[src/rtl/core/minv_pkg.sv]
// Shared types, constants and the microcode program of the modular inverse unit.
// Used by minv_seq and modular_inverse; depends on nothing else.
package minv_pkg;

	localparam int VW = 32;
	localparam int MW = 33;
	localparam int TW = 35;
	localparam int CW = 6;
	localparam int SW = 4;

	localparam logic [MW-1:0] MOD_MAX = {1'b1, {(MW-1){1'b0}}};

	typedef logic [SW-1:0] step_t;

	typedef enum logic [3:0] {
		OP_NOP,
		OP_LOAD,
		OP_DIV_START,
		OP_DIV_STEP,
		OP_SETUP,
		OP_UPDATE,
		OP_RES_OK,
		OP_RES_FAIL,
		OP_OUTPUT
	} op_t;

	typedef enum logic [2:0] {
		CD_NONE,
		CD_ALWAYS,
		CD_CNT_NZ,
		CD_R1_ZERO,
		CD_M_SMALL,
		CD_GCD_NOT_ONE
	} cond_t;

	typedef enum logic [1:0] {
		WT_NONE,
		WT_IN,
		WT_OUT
	} wait_t;

	typedef struct packed {
		op_t   op;
		cond_t cond;
		wait_t wt;
		step_t target;
	} ctrl_t;

	typedef struct packed {
		logic in_valid;
		logic out_free;
		logic cnt_nz;
		logic r1_zero;
		logic m_small;
		logic gcd_not_one;
	} stat_t;

	localparam step_t STEP_LOAD      = 4'd0;
	localparam step_t STEP_CHECK     = 4'd1;
	localparam step_t STEP_RED_START = 4'd2;
	localparam step_t STEP_RED_DIV   = 4'd3;
	localparam step_t STEP_SETUP     = 4'd4;
	localparam step_t STEP_TEST      = 4'd5;
	localparam step_t STEP_EU_START  = 4'd6;
	localparam step_t STEP_EU_DIV    = 4'd7;
	localparam step_t STEP_UPDATE    = 4'd8;
	localparam step_t STEP_GCD       = 4'd9;
	localparam step_t STEP_RES_OK    = 4'd10;
	localparam step_t STEP_RES_FAIL  = 4'd11;
	localparam step_t STEP_OUTPUT    = 4'd12;

	function automatic ctrl_t microcode(step_t s);
		ctrl_t c;
		c = '{op: OP_NOP, cond: CD_ALWAYS, wt: WT_NONE, target: STEP_LOAD};
		case (s)
			STEP_LOAD:      c = '{OP_LOAD,      CD_NONE,        WT_IN,   STEP_LOAD};
			STEP_CHECK:     c = '{OP_NOP,       CD_M_SMALL,     WT_NONE, STEP_RES_FAIL};
			STEP_RED_START: c = '{OP_DIV_START, CD_NONE,        WT_NONE, STEP_LOAD};
			STEP_RED_DIV:   c = '{OP_DIV_STEP,  CD_CNT_NZ,      WT_NONE, STEP_RED_DIV};
			STEP_SETUP:     c = '{OP_SETUP,     CD_NONE,        WT_NONE, STEP_LOAD};
			STEP_TEST:      c = '{OP_NOP,       CD_R1_ZERO,     WT_NONE, STEP_GCD};
			STEP_EU_START:  c = '{OP_DIV_START, CD_NONE,        WT_NONE, STEP_LOAD};
			STEP_EU_DIV:    c = '{OP_DIV_STEP,  CD_CNT_NZ,      WT_NONE, STEP_EU_DIV};
			STEP_UPDATE:    c = '{OP_UPDATE,    CD_ALWAYS,      WT_NONE, STEP_TEST};
			STEP_GCD:       c = '{OP_NOP,       CD_GCD_NOT_ONE, WT_NONE, STEP_RES_FAIL};
			STEP_RES_OK:    c = '{OP_RES_OK,    CD_ALWAYS,      WT_NONE, STEP_OUTPUT};
			STEP_RES_FAIL:  c = '{OP_RES_FAIL,  CD_NONE,        WT_NONE, STEP_LOAD};
			STEP_OUTPUT:    c = '{OP_OUTPUT,    CD_ALWAYS,      WT_OUT,  STEP_LOAD};
			default:        c = '{OP_NOP,       CD_ALWAYS,      WT_NONE, STEP_LOAD};
		endcase
		return c;
	endfunction

endpackage

[src/rtl/core/minv_seq.sv]
// Microcode sequencer of the modular inverse unit: step counter, program table and jumps.
// Depends on minv_pkg for the control word, status and program.
module minv_seq (
	input  logic           clk,
	input  logic           arst_n,
	input  minv_pkg::stat_t stat,
	output minv_pkg::ctrl_t ctrl
);
	import minv_pkg::*;

	step_t pc_q;
	step_t pc_d;
	logic  go;
	logic  take;

	assign ctrl = microcode(pc_q);

	always_comb begin
		case (ctrl.wt)
			WT_IN:   go = stat.in_valid;
			WT_OUT:  go = stat.out_free;
			default: go = 1'b1;
		endcase
		case (ctrl.cond)
			CD_ALWAYS:      take = 1'b1;
			CD_CNT_NZ:      take = stat.cnt_nz;
			CD_R1_ZERO:     take = stat.r1_zero;
			CD_M_SMALL:     take = stat.m_small;
			CD_GCD_NOT_ONE: take = stat.gcd_not_one;
			default:        take = 1'b0;
		endcase
		if (!go) begin
			pc_d = pc_q;
		end else if (take) begin
			pc_d = ctrl.target;
		end else begin
			pc_d = pc_q + step_t'(1);
		end
	end

	always_ff @(posedge clk or negedge arst_n) begin
		if (!arst_n) begin
			pc_q <= STEP_LOAD;
		end else begin
			pc_q <= pc_d;
		end
	end

endmodule

[src/rtl/core/modular_inverse.sv]
// Modular inverse by the extended Euclidean algorithm: one item at a time, a new input
// beat is accepted only after the result of the previous item has been registered for
// output. Each quotient step runs in the shared shift-subtract divider.
// Reset clears the control state and sets the modulus to two to the thirty-second.
// Depends on minv_pkg and minv_seq.
module modular_inverse (
	input  logic                       clk,
	input  logic                       arst_n,
	input  logic                       cfg_valid,
	output logic                       cfg_ready,
	input  logic [minv_pkg::MW-1:0]    cfg_data,
	input  logic                       in_valid,
	output logic                       in_stall,
	input  logic [minv_pkg::VW-1:0]    value,
	output logic                       out_valid,
	input  logic                       out_stall,
	output logic [minv_pkg::VW-1:0]    inverse_value,
	output logic                       not_invertible
);
	import minv_pkg::*;

	ctrl_t ctrl;
	stat_t stat;

	logic [MW-1:0]          modulus_q;
	logic [MW-1:0]          m_eff;
	logic [MW-1:0]          r0_q;
	logic [MW-1:0]          r1_q;
	logic [MW-1:0]          rem_q;
	logic signed [TW-1:0]   t0_q;
	logic signed [TW-1:0]   t1_q;
	logic signed [TW-1:0]   acc_q;
	logic [CW-1:0]          cnt_q;
	logic [VW-1:0]          res_q;
	logic                   flag_q;
	logic                   out_valid_q;
	logic [VW-1:0]          out_inv_q;
	logic                   out_flag_q;

	logic [MW:0]            rem_shift;
	logic                   ge;
	logic [MW:0]            rem_sub;
	logic signed [TW-1:0]   acc_next;
	logic signed [TW-1:0]   t0_fix;
	logic                   out_free;

	minv_seq u_seq (
		.clk    (clk),
		.arst_n (arst_n),
		.stat   (stat),
		.ctrl   (ctrl)
	);

	assign cfg_ready      = 1'b1;
	assign in_stall       = (ctrl.wt != WT_IN);
	assign out_valid      = out_valid_q;
	assign inverse_value  = out_inv_q;
	assign not_invertible = out_flag_q;
	assign out_free       = !out_valid_q || !out_stall;

	always_comb begin
		m_eff     = (modulus_q[MW-1]) ? MOD_MAX : modulus_q;
		rem_shift = {rem_q, r0_q[cnt_q]};
		ge        = (rem_shift >= {1'b0, r1_q});
		rem_sub   = ge ? (rem_shift - {1'b0, r1_q}) : rem_shift;
		acc_next  = (acc_q <<< 1) + (ge ? t1_q : '0);
		t0_fix    = t0_q[TW-1] ? (t0_q + signed'({{(TW-MW){1'b0}}, m_eff})) : t0_q;
		stat.in_valid    = in_valid;
		stat.out_free    = out_free;
		stat.cnt_nz      = (cnt_q != '0);
		stat.r1_zero     = (r1_q == '0);
		stat.m_small     = (modulus_q[MW-1:1] == '0);
		stat.gcd_not_one = (r0_q != MW'(1));
	end

	always_ff @(posedge clk or negedge arst_n) begin
		if (!arst_n) begin
			modulus_q   <= MOD_MAX;
			out_valid_q <= 1'b0;
		end else begin
			if (cfg_valid && cfg_ready) begin
				modulus_q <= cfg_data;
			end
			if (ctrl.op == OP_OUTPUT && out_free) begin
				out_valid_q <= 1'b1;
			end else if (!out_stall) begin
				out_valid_q <= 1'b0;
			end
		end
	end

	always_ff @(posedge clk) begin
		case (ctrl.op)
			OP_LOAD: begin
				if (in_valid) begin
					r0_q <= {1'b0, value};
					r1_q <= m_eff;
				end
			end
			OP_DIV_START: begin
				rem_q <= '0;
				acc_q <= '0;
				cnt_q <= CW'(MW - 1);
			end
			OP_DIV_STEP: begin
				rem_q <= rem_sub[MW-1:0];
				acc_q <= acc_next;
				cnt_q <= cnt_q - CW'(1);
			end
			OP_SETUP: begin
				r0_q <= m_eff;
				r1_q <= rem_q;
				t0_q <= '0;
				t1_q <= TW'(1);
			end
			OP_UPDATE: begin
				r0_q <= r1_q;
				r1_q <= rem_q;
				t0_q <= t1_q;
				t1_q <= t0_q - acc_q;
			end
			OP_RES_OK: begin
				res_q  <= t0_fix[VW-1:0];
				flag_q <= 1'b0;
			end
			OP_RES_FAIL: begin
				res_q  <= '0;
				flag_q <= 1'b1;
			end
			OP_OUTPUT: begin
				if (out_free) begin
					out_inv_q  <= res_q;
					out_flag_q <= flag_q;
				end
			end
			default: begin
			end
		endcase
	end

	a_fail_zero: assert property (@(posedge clk) disable iff (!arst_n)
		out_valid && not_invertible |-> inverse_value == '0)
		else $error("failed inverse carries a nonzero value");

	a_rem_below: assert property (@(posedge clk) disable iff (!arst_n)
		ctrl.op == OP_UPDATE |-> rem_q < r1_q)
		else $error("divider remainder not below the divisor");

	a_gcd_one: assert property (@(posedge clk) disable iff (!arst_n)
		ctrl.op == OP_RES_OK |-> r0_q == MW'(1))
		else $error("inverse produced with gcd other than one");

	a_one_item: assert property (@(posedge clk) disable iff (!arst_n)
		in_valid && !in_stall |=> in_stall)
		else $error("second beat taken while an item is in work");

endmodule
[config.mk]
export PLATFORM = sky130hd
export DESIGN_NAME = modular_inverse
export DESIGN_NICKNAME = d
export VERILOG_FILES = /design/src/rtl/core/minv_pkg.sv /design/src/rtl/core/minv_seq.sv /design/src/rtl/core/modular_inverse.sv
export SDC_FILE = /design/constraint.sdc
export NUM_CORES = 1
export LEC_CHECK = 0
export BUFFER_PORTS_ARGS = -buffer_cell sky130_fd_sc_hd__buf_2
export CORE_MARGIN = 2
export CORE_UTILIZATION = 65
export CTS_BUF_LIST = sky130_fd_sc_hd__clkbuf_4 sky130_fd_sc_hd__clkbuf_8
export CTS_CLUSTER_DIAMETER = 40
export DETAILED_ROUTE_END_ITERATION = 10
export PLACE_DENSITY = 0.8
export SYNTH_ARGS = -nofsm -noshare
export SYNTH_HDL_FRONTEND = slang
export SYNTH_SLANG_ARGS = --single-unit
[constraint.sdc]
create_clock -name clk -period 10.6 [get_ports clk]
set_input_delay 0.53 -clock clk [delete_from_list [all_inputs] [get_ports clk]]
set_output_delay 0.53 -clock clk [all_outputs]
set_load 0.1 [all_outputs]
==> impl_results.md, run 1 <==
- Setup CP Type: flip-flop to flip-flop
- Synth unique cells: 79
- Top_reg_cell synth: edfxtp_1
- Antenna violations before repair: 0
- Rows: 65
- Max-slew headroom: 25.2%
- GP Congestion: 0.982
- H-Tree Depth: 2
- Required @ worst endpoint: 10.96 ns
- Number of flops mapped to enable cells by yosys: 276
- CTS root buffer: clkbuf_8
- Post-DR vias/cell: 6.45
- Flop pwr share: 28.4%
- CTS clk-pin slew, worst paths: 0.06 ns
- Layout cells sized above 1: 14.3%
- Sequential share of the synthesized area: 45.1%
- Port Buf Inserts: 104
- CP peak stage delay: 0.66 ns
- CTS Buffer Depth: 3
- RSZ-0062 raised after global routing: false
- Post-synthesis area per instance: 9.91 um^2
- Setup crit end kind: flip-flop
- Setup TNS: 0 ns
- Met3 routed WL: 5220 um
- Setup crit start kind: flip-flop
- Worst Tran Pin Value: 1.12 ns
- Cts hold-fix bufs: 0
- Post-CTS Setup Bufs: 0
- Peak VDD IR: 0.262 mV
- GR Util All Layers: 34.1%
- Fin crit share: 73.2%
- DRC Markers: 0
- Most used cell, CP: a21o_1
- Post-DP HPWL: 40500 um
- Critical path fanouts, max: 56
- Worst path slowest cell: a311oi_2
- Die Width: 182 um
- Global-route wire length before repair: 87900 um
- Combinational power share: 57.1%
- Synthesized area: 20500 um^2
- Async SR Flop Fraction: 12.1%
- Drt pass-1 iters: 6
- Sw Ratio: 46.8%
- Switch Pwr: 3.92 mW
- GRT overflow: 0
- Fin util: 72.1%
- # clock sinks: 314
- Diode count: 0
- Starting Density: 65.5%
- Met1 WL: 23900 um
- Worst EP arrival: 8.12 ns
- Final hold violations: 0
- # IOs: 106
- Max Slew Vio Count: 0
- Syn Inst Count: 2070
- Die area: 33000 um^2
- DR vias: 16900
- CTS Buf Count: 56
- Final Setup Violations: 0
- CORE AREA: 31300 um^2
- First DRT Iteration DRCs: 1932
- Post-Route Skew: 0.0191 ns
- YS warnings: 0
- Hold Crit Class: primary input to async pin
- Vias in the first global route: 16200
- Status: complete, no violations
- Placed cell count: 2514
- Finished Layout Cells: 2618
- DR WL/cell: 21.5 um
- CTS tree: yes
- PD cells: 371 nW/um^2
- ANT nets after route: 0
- Area grow syn2layout: 10.1%
- Post_cts resized: 0
- Syn_nets: 2283
- Die height: 182 um
- Synthesized flop and latch total: 314
- Clock power frac: 14.5%
- Worst skew pair latency: 0.65 ns
- Total routed wirelength: 56200 um
- Top sig layer: met4
- Largest net degree at the start of global routing: 70
- Period minus WS final: 7.76 ns
- Int Pwr: 4.45 mW
- Max Cap Viol: 0
- Fillers: 2311
- Fmax: 129 MHz
- Lkg Pwr: 9.23 nW
- Layout net count: 2383
- Met2 Wirelength: 25100 um
[final timing paths]
path / from / endpoint / slack, ns / cells after the start
setup / recovery: cnt_q[0]$_SDFFCE_PP0P_ / acc_q[33]$_SDFFCE_PP0P_ / 2.84 / 25
setup reg to reg: cnt_q[0]$_SDFFCE_PP0P_ / acc_q[33]$_SDFFCE_PP0P_ / 2.84 / 25
hold / removal: arst_n / modulus_q[10]$_DFFE_PN0P_ / 0.04 / 1
max in group asynchronous: arst_n / modulus_q[23]$_DFFE_PN0P_ / 9.94 / 1
min in group clk: cfg_data[12] / modulus_q[12]$_DFFE_PN0P_ / 0.11 / 2
hold reg to reg: res_q[16]$_SDFFCE_PP0P_ / inverse_value[16]$_DFFE_PP_ / 0.41 / 0
[final cells by class]
cell class                      instances  area [um^2]  area share (%)
Multi-Input combinational cell       1566        10600            46.9
Sequential cell                       314         9240            40.9
Clock buffer                           75          938            4.16
Timing Repair Buffer                  118          626            2.77
Tap cell                              402          503            2.23
Inverter                              114          428            1.90
Clock inverter                         29          260            1.15
[cell usage in the layout (no fill, tap or decap), drive strengths merged, types with 22 or more instances in the layout]
cell	n
xor2	45
nand3	48
clkbuf	75
buf	118
dfrtp	37
a21o	58
a21oi	154
nor2b	45
nor3	39
nand2	220
a31oi	51
nand4	23
ha	139
o21ai	84
nor2	177
nor4	22
mux2i	24
mux2	68
inv	117
xnor2	39
and2	82
edfxtp	276
[through the flow]
stage | hold WS (ns) | area (um^2) | worst slack, ns | power (mW)
floorplan | 0.234 | 20500 | 3.70 | 5.90
finish | 0.0379 | 22600 | 2.84 | 8.37
global placement | 0.401 | 21400 | 3.17 | 6.88
global route | 0.0951 | 22600 | 2.43 | 8.94
CTS | 0.0284 | 22600 | 2.97 | 8.27
detailed placement | 0.405 | 21400 | 2.97 | 7.02
[power by group through the flow]
stage / Sequential (mW) / Combinational, mW / Clock (mW)
final: 2.38 / 4.78 / 1.22
after CTS: 2.36 / 4.69 / 1.23
after global placement: 2.36 / 4.52 / 0
after detailed placement: 2.38 / 4.64 / 0
after floorplan: 2.31 / 3.60 / 0
after global routing: 2.41 / 5.25 / 1.28
[synthesized netlist by cell type, types with 48 or more instances]
library cell    n  area share (%)
edfxtp_1      276              40
nand2_1       219             4.0
nor2_1        177             3.2
a21oi_1       154             3.8
ha_1          139             8.5
inv_1         113             2.1
and2_1         82             2.5
o21ai_0        82             2.0
mux2_2         68             3.7
clkbuf_1       64             1.2
a21o_1         58             2.1
a31oi_1        50             1.5
nand3_1        48             1.2
[per-layer routing]
| layer | vias to the layer above | global-route usage [%] |
|---|---|---|
| met5 | - | 0 |
| met1 | 8092 | 47.8 |
| met3 | 153 | 6.32 |
| li1 | 7806 | - |
| met4 | 0 | 13.4 |
| met2 | 831 | 53.1 |
[sequential cells by signal, indices dropped and copies added, names as in the netlist]
name / flops
t1_q: 35
flag_q: 1
t0_q: 35
acc_q: 35
r0_q: 33
modulus_q: 33
inverse_value: 32
u_seq.pc_q: 4
r1_q: 33
out_valid: 1
res_q: 32
not_invertible: 1
rem_q: 33
cnt_q: 6
[critical path: cells and delay by family (launching register included)]
family / cells / cell delay [ns]
AOI/OAI and AO/OA: 13 / 3.54
buffers and inverters: 1 / 0.60
adders and majority gates: 3 / 0.89
and+or+nand+nor: 4 / 0.83
DFF: 1 / 0.63
muxes: 4 / 0.94
[cell families after synthesis]
group,Yosys count,synth area share (%)
buffers and inverters,190,3.55
AO/OA/AOI/OAI,495,15.4
adder cells (fa/ha/maj),143,8.87
other,1,0.0183
flip-flops,314,45.1
XOR/XNOR,84,3.59
AND/OR/NAND/NOR,741,17.5
multiplexers,102,6.00
Power figures use the tool's default switching activity.
==> run 2: changes to the inputs <==
--- a/config.mk
+++ b/config.mk
@@ -7,11 +7,11 @@
 export LEC_CHECK = 0
 export BUFFER_PORTS_ARGS = -buffer_cell sky130_fd_sc_hd__buf_2
 export CORE_MARGIN = 2
-export CORE_UTILIZATION = 65
+export CORE_UTILIZATION = 58
 export CTS_BUF_LIST = sky130_fd_sc_hd__clkbuf_4 sky130_fd_sc_hd__clkbuf_8
 export CTS_CLUSTER_DIAMETER = 40
 export DETAILED_ROUTE_END_ITERATION = 10
-export PLACE_DENSITY = 0.8
+export PLACE_DENSITY = 0.75
 export SYNTH_ARGS = -nofsm -noshare
 export SYNTH_HDL_FRONTEND = slang
 export SYNTH_SLANG_ARGS = --single-unit
==> constraint.sdc (replaced) <==
create_clock -name clk -period 6.4 [get_ports clk]
set_input_delay 0.32 -clock clk [delete_from_list [all_inputs] [get_ports clk]]
set_output_delay 0.32 -clock clk [all_outputs]
set_load 0.1 [all_outputs]
==> run 2 against run 1 <==
- total power increased by 75%
- non-clock buffer count increased by 76
- sequential cell count unchanged
- fmax increased by 24%
- critical path depth increased by 2
- sequential share of layout area decreased by 1.8 points
- combinational power increased by 78%
- critical path type unchanged
- critical endpoint unchanged
==> impl_results.md, run 2 (synthesis results as in run 1) <==
- # IOs: 106 (unchanged)
- Placed cell count: 2596 (+3.3%)
- CTS tree: yes
- Reg-to-reg endpoint: acc_q[33]$_SDFFCE_PP0P_
- Reg area: 9240 um^2 (unchanged)
- GR Util All Layers: 32.9% (-1.3 points)
- Critical path fanouts, max: 7 (-88%)
- Rows: 68 (+4.6%)
- Total Power: 14.6 mW (+75%)
- Final hold slack: 0.0172 ns (-0.0207 ns)
- Commonest non-fill, non-tap cell in the layout: edfxtp_1
- Post-place setup slack: 0.125 ns (-2.85 ns)
- Max Cap Viol: 0 (unchanged)
- RSZ-0062 raised after global routing: true
- Starting Density: 59.1% (-6.4 points)
- Die height: 192 um (+5.7%)
- Diode count: 0 (unchanged)
- Die area: 36900 um^2 (+12%)
- ANT nets after route: 0 (unchanged)
- Die Width: 192 um (+5.7%)
- Fmax: 160 MHz (+24%)
- DR vias: 17200 (+2.0%)
- CP endpoint: acc_q[33]$_SDFFCE_PP0P_
- Area grow syn2layout: 15.2%
- Worst EP arrival: 6.62 ns (-1.50 ns)
- Drt pass-1 iters: 6 (unchanged)
- CTS clk-pin slew, worst paths: 0.07 ns (about the same)
- Post-DP HPWL: 43100 um (+6.5%)
- Worst r2r src: cnt_q[0]$_SDFFCE_PP0P_
- Post-Route Skew: 0.0451 ns (+0.0260 ns)
- Required @ worst endpoint: 6.78 ns (-4.18 ns)
- Biggest regs: acc_q x35, t0_q x35, t1_q x35
- Final Cell Area: 23600 um^2 (+4.7%)
- Fin crit share: 97.5% (+24 points)
- PD cells: 620 nW/um^2 (+67%)
- GRT overflow: 0 (unchanged)
- CTS Buffer Depth: 3 (unchanged)
- Max-slew headroom: 18.7% (-6.4 points)
- Final hold violations: 0 (unchanged)
- Layout cells sized above 1: 17.0% (+2.7 points)
- Setup CP Type: flip-flop to flip-flop
- Hold Crit Class: primary input to flip-flop
- Critical Path Start: cnt_q[0]$_SDFFCE_PP0P_
- Multi-input gate area: 10700 um^2 (+1.5%)
- DR WL/cell: 22.1 um (+3.0%)
- CORE AREA: 34700 um^2 (+11%)
- Port Buf Inserts: 104 (unchanged)
- Finished Layout Cells: 2746 (+4.9%)
- # clock sinks: 314 (unchanged)
- Post-DR vias/cell: 6.27 (-2.7%)
- Reg2reg path depth: 27 (+8.0%)
- Lkg Pwr: 9.66 nW (+4.6%)
- Fin util: 68.1% (-4.0 points)
- Antenna violations before repair: 0 (unchanged)
- Worst Tran Pin Value: 1.21 ns (+0.0856 ns)
- Vias in the first global route: 16500 (+1.8%)
- Setup crit start kind: flip-flop
- Status: complete, no violations
- First DRT Iteration DRCs: 1791 (-7.3%)
- FF-to-FF setup slack: 0.16 ns (-2.68 ns)
- Largest net degree at the start of global routing: 70 (unchanged)
- Fillers: 2680 (+16%)
- CTS Buf Count: 56 (unchanged)
- Final Setup Violations: 0 (unchanged)
- DP Area: 21700 um^2 (+1.4%)
- Global-route wire length before repair: 92200 um (+4.9%)
- Peak VDD IR: 0.590 mV (+130%)
- Layout net count: 2459 (+3.2%)
- Setup ws final: 0.159 ns (-2.68 ns)
- CTS root buffer: clkbuf_8
- H-Tree Depth: 2 (unchanged)
- Worst skew pair latency: 0.68 ns (+0.03 ns)
- Setup crit end kind: flip-flop
- Period minus WS final: 6.24 ns (-1.52 ns)
- DRC Markers: 0 (unchanged)
- Max Slew Vio Count: 0 (unchanged)
- GP Congestion: 0.951 (-3.2%)
- Total routed wirelength: 60700 um (+8.0%)
- Setup TNS: 0 ns (unchanged)
- Commonest non-fill, non-tap cells in the layout: edfxtp_1 (276), nand2_1 (218), nor2_1 (177), a21oi_1 (149), ha_1 (128)
run 2: cell types whose count changed in the layout (fill, tap and decap cells not counted), sizes merged:
cell         previous run  this run
dlygate4sd3             0        39
buf                   118       155
clkinv                 18        10
clkbuf                 75        82
bufinv                  4         6
clkinvlp                4         3
inv                   117       116
run 2: what timing repair did:
item,4_1_cts,5_1_grt
resized for setup,0,33
hold endpoints to repair,75,0
hold buffers,39,0
endpoints found under the setup margin,0,17
buffers inserted,0,8
run 2: area by class of cell:
class	instances	area share [%]
tap	455	2.41
sequential	314	39.1
multi-input combinational	1566	45.4
timing repair buffer	194	5.58
inverter	114	1.81
clock buffer	82	4.43
clock inverter	21	1.25
run 2: power breakdown:
group | internal [mW] | switching, mW | leakage, nW
Clock | 1.31 | 0.905 | 0.694
Combinational | 3.28 | 5.21 | 5.91
Sequential | 3.32 | 0.631 | 3.06
run 2: worst min path at each step:
stage               slack (ns)  depth (start not counted)              startpoint                          to
floorplan                 0.02                          0                  arst_n    modulus_q[0]$_DFFE_PN0P_
global placement          0.40                          0  res_q[2]$_SDFFCE_PP0P_  inverse_value[2]$_DFFE_PP_
detailed placement        0.41                          0  res_q[3]$_SDFFCE_PP0P_  inverse_value[3]$_DFFE_PP_
CTS                      0.004                          3               value[17]          r0_q[17]$_DFFE_PP_
global route              0.01                          3               value[21]          r0_q[21]$_DFFE_PP_
finish                    0.02                          3               value[17]          r0_q[17]$_DFFE_PP_
run 2: critical path, cell delays in order, from the launching register on:
cell and delay, ns:
edfxtp_1 0.38, buf_6 0.16, mux4_2 0.51, mux4_2 0.49
mux2i_1 0.16, nor2_1 0.07, a31oi_2 0.19, ha_2 0.23
fa_2 0.21, nand2b_4 0.13, a21oi_2 0.07, o221ai_2 0.13
buf_4 0.16, a2111oi_4 0.06, o21bai_2 0.20, a31oi_4 0.17
buf_12 0.20, and2_4 0.16, ha_4 0.22, a21o_1 0.15
a21o_1 0.17, a21o_1 0.20, nand4b_1 0.34, a311oi_2 0.36
o311ai_2 0.13, o41a_1 0.44, mux2i_1 0.17, o311ai_1 0.11
run 2: per-layer routing:
metal	global-route usage, %	wire (um)	vias up
met5	0	0	-
met4	12.5	2320	0
met3	6.76	5180	154
met2	52.6	27900	806
met1	44.2	25300	8329
li1	-	-	7938
==> run 3: changes to the inputs <==
--- a/config.mk
+++ b/config.mk
@@ -11,6 +11,7 @@
 export CTS_BUF_LIST = sky130_fd_sc_hd__clkbuf_4 sky130_fd_sc_hd__clkbuf_8
 export CTS_CLUSTER_DIAMETER = 40
 export DETAILED_ROUTE_END_ITERATION = 10
+export HOLD_SLACK_MARGIN = 0.12
 export PLACE_DENSITY = 0.75
 export SYNTH_ARGS = -nofsm -noshare
 export SYNTH_HDL_FRONTEND = slang
==> run 3 against run 2 <==
- critical path depth is the same
- setup slack got worse by 0.015 ns
- sequential share of layout area is 0.47 points lower
- fmax down 0.24%
- register-to-register slack got worse by 0.02 ns
- global-route usage grew 0.71 points
- first-iteration DRC count is 4.1% higher
- die area did not move
- largest cell class unchanged
==> impl_results.md, run 3 (synthesis results as in run 1) <==
- Worst skew pair latency: 0.67 ns (about the same)
- Fin crit share: 97.8% (+0.24 points)
- Switch Pwr: 6.74 mW (about the same)
- First DRT Iteration DRCs: 1864 (+4.1%)
- Max Slew Vio Count: 0 (unchanged)
- Final hold violations: 0 (unchanged)
- Period minus WS final: 6.26 ns (+0.0151 ns)
- Layout cells sized above 1: 16.8% (-0.21 points)
- Die area: 36900 um^2 (unchanged)
- Max Cap Viol: 0 (unchanged)
- PD cells: 613 nW/um^2 (-1.2%)
- CTS root buffer: clkbuf_8
- Setup CP Type: flip-flop to flip-flop
- Worst Tran Pin Value: 1.20 ns (-0.00741 ns)
- Largest net degree at the start of global routing: 70 (unchanged)
- Clock power frac: 15.1% (about the same)
- ANT nets after route: 0 (unchanged)
- Biggest regs: acc_q x35, t0_q x35, t1_q x35
- DRC Markers: 0 (unchanged)
- Max-slew headroom: 19.2% (+0.50 points)
- CP endpoint: acc_q[33]$_SDFFCE_PP0P_
- Sw Ratio: 46.0% (-0.048 points)
- Die Width: 192 um (unchanged)
- Placed cell count: 2596 (unchanged)
- Post-Route Skew: 0.0366 ns (-0.00846 ns)
- Worst path slowest cell: mux4_2
- CTS clk-pin slew, worst paths: 0.06 ns (about the same)
- Lkg Pwr: 9.78 nW (+1.2%)
- Setup crit start kind: flip-flop
- Post-DP HPWL: 43100 um (unchanged)
- Required @ worst endpoint: 6.78 ns (about the same)
- Critical path fanouts, max: 7 (unchanged)
- GRT overflow: 0 (unchanged)
- Starting Density: 59.1% (unchanged)
- Reg-to-reg endpoint: acc_q[33]$_SDFFCE_PP0P_
- GR Util All Layers: 33.6% (+0.71 points)
- # clock sinks: 314 (unchanged)
- Hold Crit Class: primary input to flip-flop
- Flop pwr share: 26.9% (about the same)
- Peak VDD IR: 0.617 mV (+4.6%)
- Fin util: 68.9% (+0.84 points)
- Finished Layout Cells: 2778 (+1.2%)
- # IOs: 106 (unchanged)
- Drt pass-1 iters: 5 (-1)
- Rows: 68 (unchanged)
- CP peak stage delay: 0.51 ns (about the same)
- CTS tree: yes
- RSZ-0062 raised after global routing: true
- GP Congestion: 0.951 (unchanged)
- Worst r2r src: cnt_q[0]$_SDFFCE_PP0P_
- H-Tree Depth: 2 (unchanged)
- Total routed wirelength: 61700 um (+1.6%)
- CORE AREA: 34700 um^2 (unchanged)
- Die height: 192 um (unchanged)
- DR WL/cell: 22.2 um (+0.41%)
- Combinational power share: 58.0% (about the same)
- Critical Path Start: cnt_q[0]$_SDFFCE_PP0P_
- Post-DR vias/cell: 6.25 (-0.31%)
- Most used cell, CP: a21o_1
- FF-to-FF setup slack: 0.14 ns (-0.02 ns)
- Int Pwr: 7.91 mW (+0.15%)
- Antenna violations before repair: 3 (+3)
- Port Buf Inserts: 104 (unchanged)
- Area grow syn2layout: 16.6%
- Layout net count: 2487 (+1.1%)
- Commonest non-fill, non-tap cells in the layout: edfxtp_1 (276), nand2_1 (218), nor2_1 (177), a21oi_1 (149), ha_1 (128)
- Setup crit end kind: flip-flop
- Delay-heaviest family, CP: compound AO/OA/AOI/OAI gates
- Crit path depth: 27 (unchanged)
- CTS Buffer Depth: 3 (unchanged)
- Vias in the first global route: 16700 (+1.7%)
- DR vias: 17400 (+0.85%)
- Final Setup Violations: 0 (unchanged)
- Commonest non-fill, non-tap cell in the layout: edfxtp_1
- Status: complete, no violations
- Fillers: 2618 (-2.3%)
- Worst EP arrival: 6.64 ns (+0.02 ns)
- Reg2reg path depth: 27 (unchanged)
- CTS Buf Count: 56 (unchanged)
- Global-route wire length before repair: 94000 um (+1.9%)
- Buf+Inv Stages, Crit Path: 3 (unchanged)
- Fmax: 160 MHz (-0.24%)
==> run 3: cell types whose count changed in the layout (fill, tap and decap cells not counted), sizes merged <==
cell         change
diode            +4
dlygate4sd3     +28
==> run 3: cell type report <==
class	count	area (um^2)	area share [%]
clock buffer	82	1050	4.38
multi-input combinational	1566	10700	44.9
tap	455	569	2.38
sequential	314	9240	38.6
antenna	4	10.0	0.0418
clock inverter	21	295	1.23
inverter	114	428	1.79
timing repair buffer	222	1600	6.68
==> run 3: metrics by stage <==
step                      total power [mW]  hold WS (ns)  setup TNS, ns  setup slack (ns)  cell area [um^2]
after floorplan                       9.76        0.0244              0             0.145             20500
after global placement                11.8         0.400              0             0.246             21700
after detailed placement              12.0         0.407              0             0.125             21700
after CTS                             14.3         0.142              0            0.0686             23700
after global routing                  15.6         0.255         -0.479            -0.140             23900
final                                 14.7         0.244              0             0.144             23900
==> run 3: worst min path at each step <==
stage,from,end,slack (ns),depth (start not counted)
after floorplan,arst_n,modulus_q[0]$_DFFE_PN0P_,0.02,0
after global placement,res_q[2]$_SDFFCE_PP0P_,inverse_value[2]$_DFFE_PP_,0.40,0
after detailed placement,res_q[3]$_SDFFCE_PP0P_,inverse_value[3]$_DFFE_PP_,0.41,0
after CTS,in_valid,u_seq.pc_q[2]$_DFFE_PN0P_,0.14,4
after global routing,in_valid,u_seq.pc_q[1]$_DFFE_PN0P_,0.26,4
final,in_valid,u_seq.pc_q[2]$_DFFE_PN0P_,0.24,4
==> run 3: timing repair <==
action / 4_1_cts / 5_1_grt
gates resized for setup: 0 / 33
endpoints found under the hold margin: 103 / 0
setup buffers: 0 / 8
hold buffers: 67 / 0
endpoints found under the setup margin: 0 / 17
==> run 3: tightest hold or removal path, cell delays in order <==
cell and delay, ns:
buf_2 0.16, a221oi_1 0.22, nand2_1 0.09, o21ai_0 0.07
==> run 3: power by group through the flow <==
stage	clock network, mW	logic, mW	registers (mW)
6_report	2.21	8.50	3.95
2_1_floorplan	0	5.96	3.80
3_3_place_gp	0	7.86	3.90
3_5_place_dp	0	8.03	3.93
4_1_cts	2.23	8.13	3.90
5_1_grt	2.32	9.28	4.00
==> run 3: layer usage <==
layer / up-vias / wire (um) / track usage (%)
met4: 0 / 2620 / 14.2
met2: 853 / 28200 / 53.2
li1: 8005 / - / -
met1: 8345 / 25100 / 44.4
met5: - / 0 / 0
met3: 171 / 5710 / 7.77
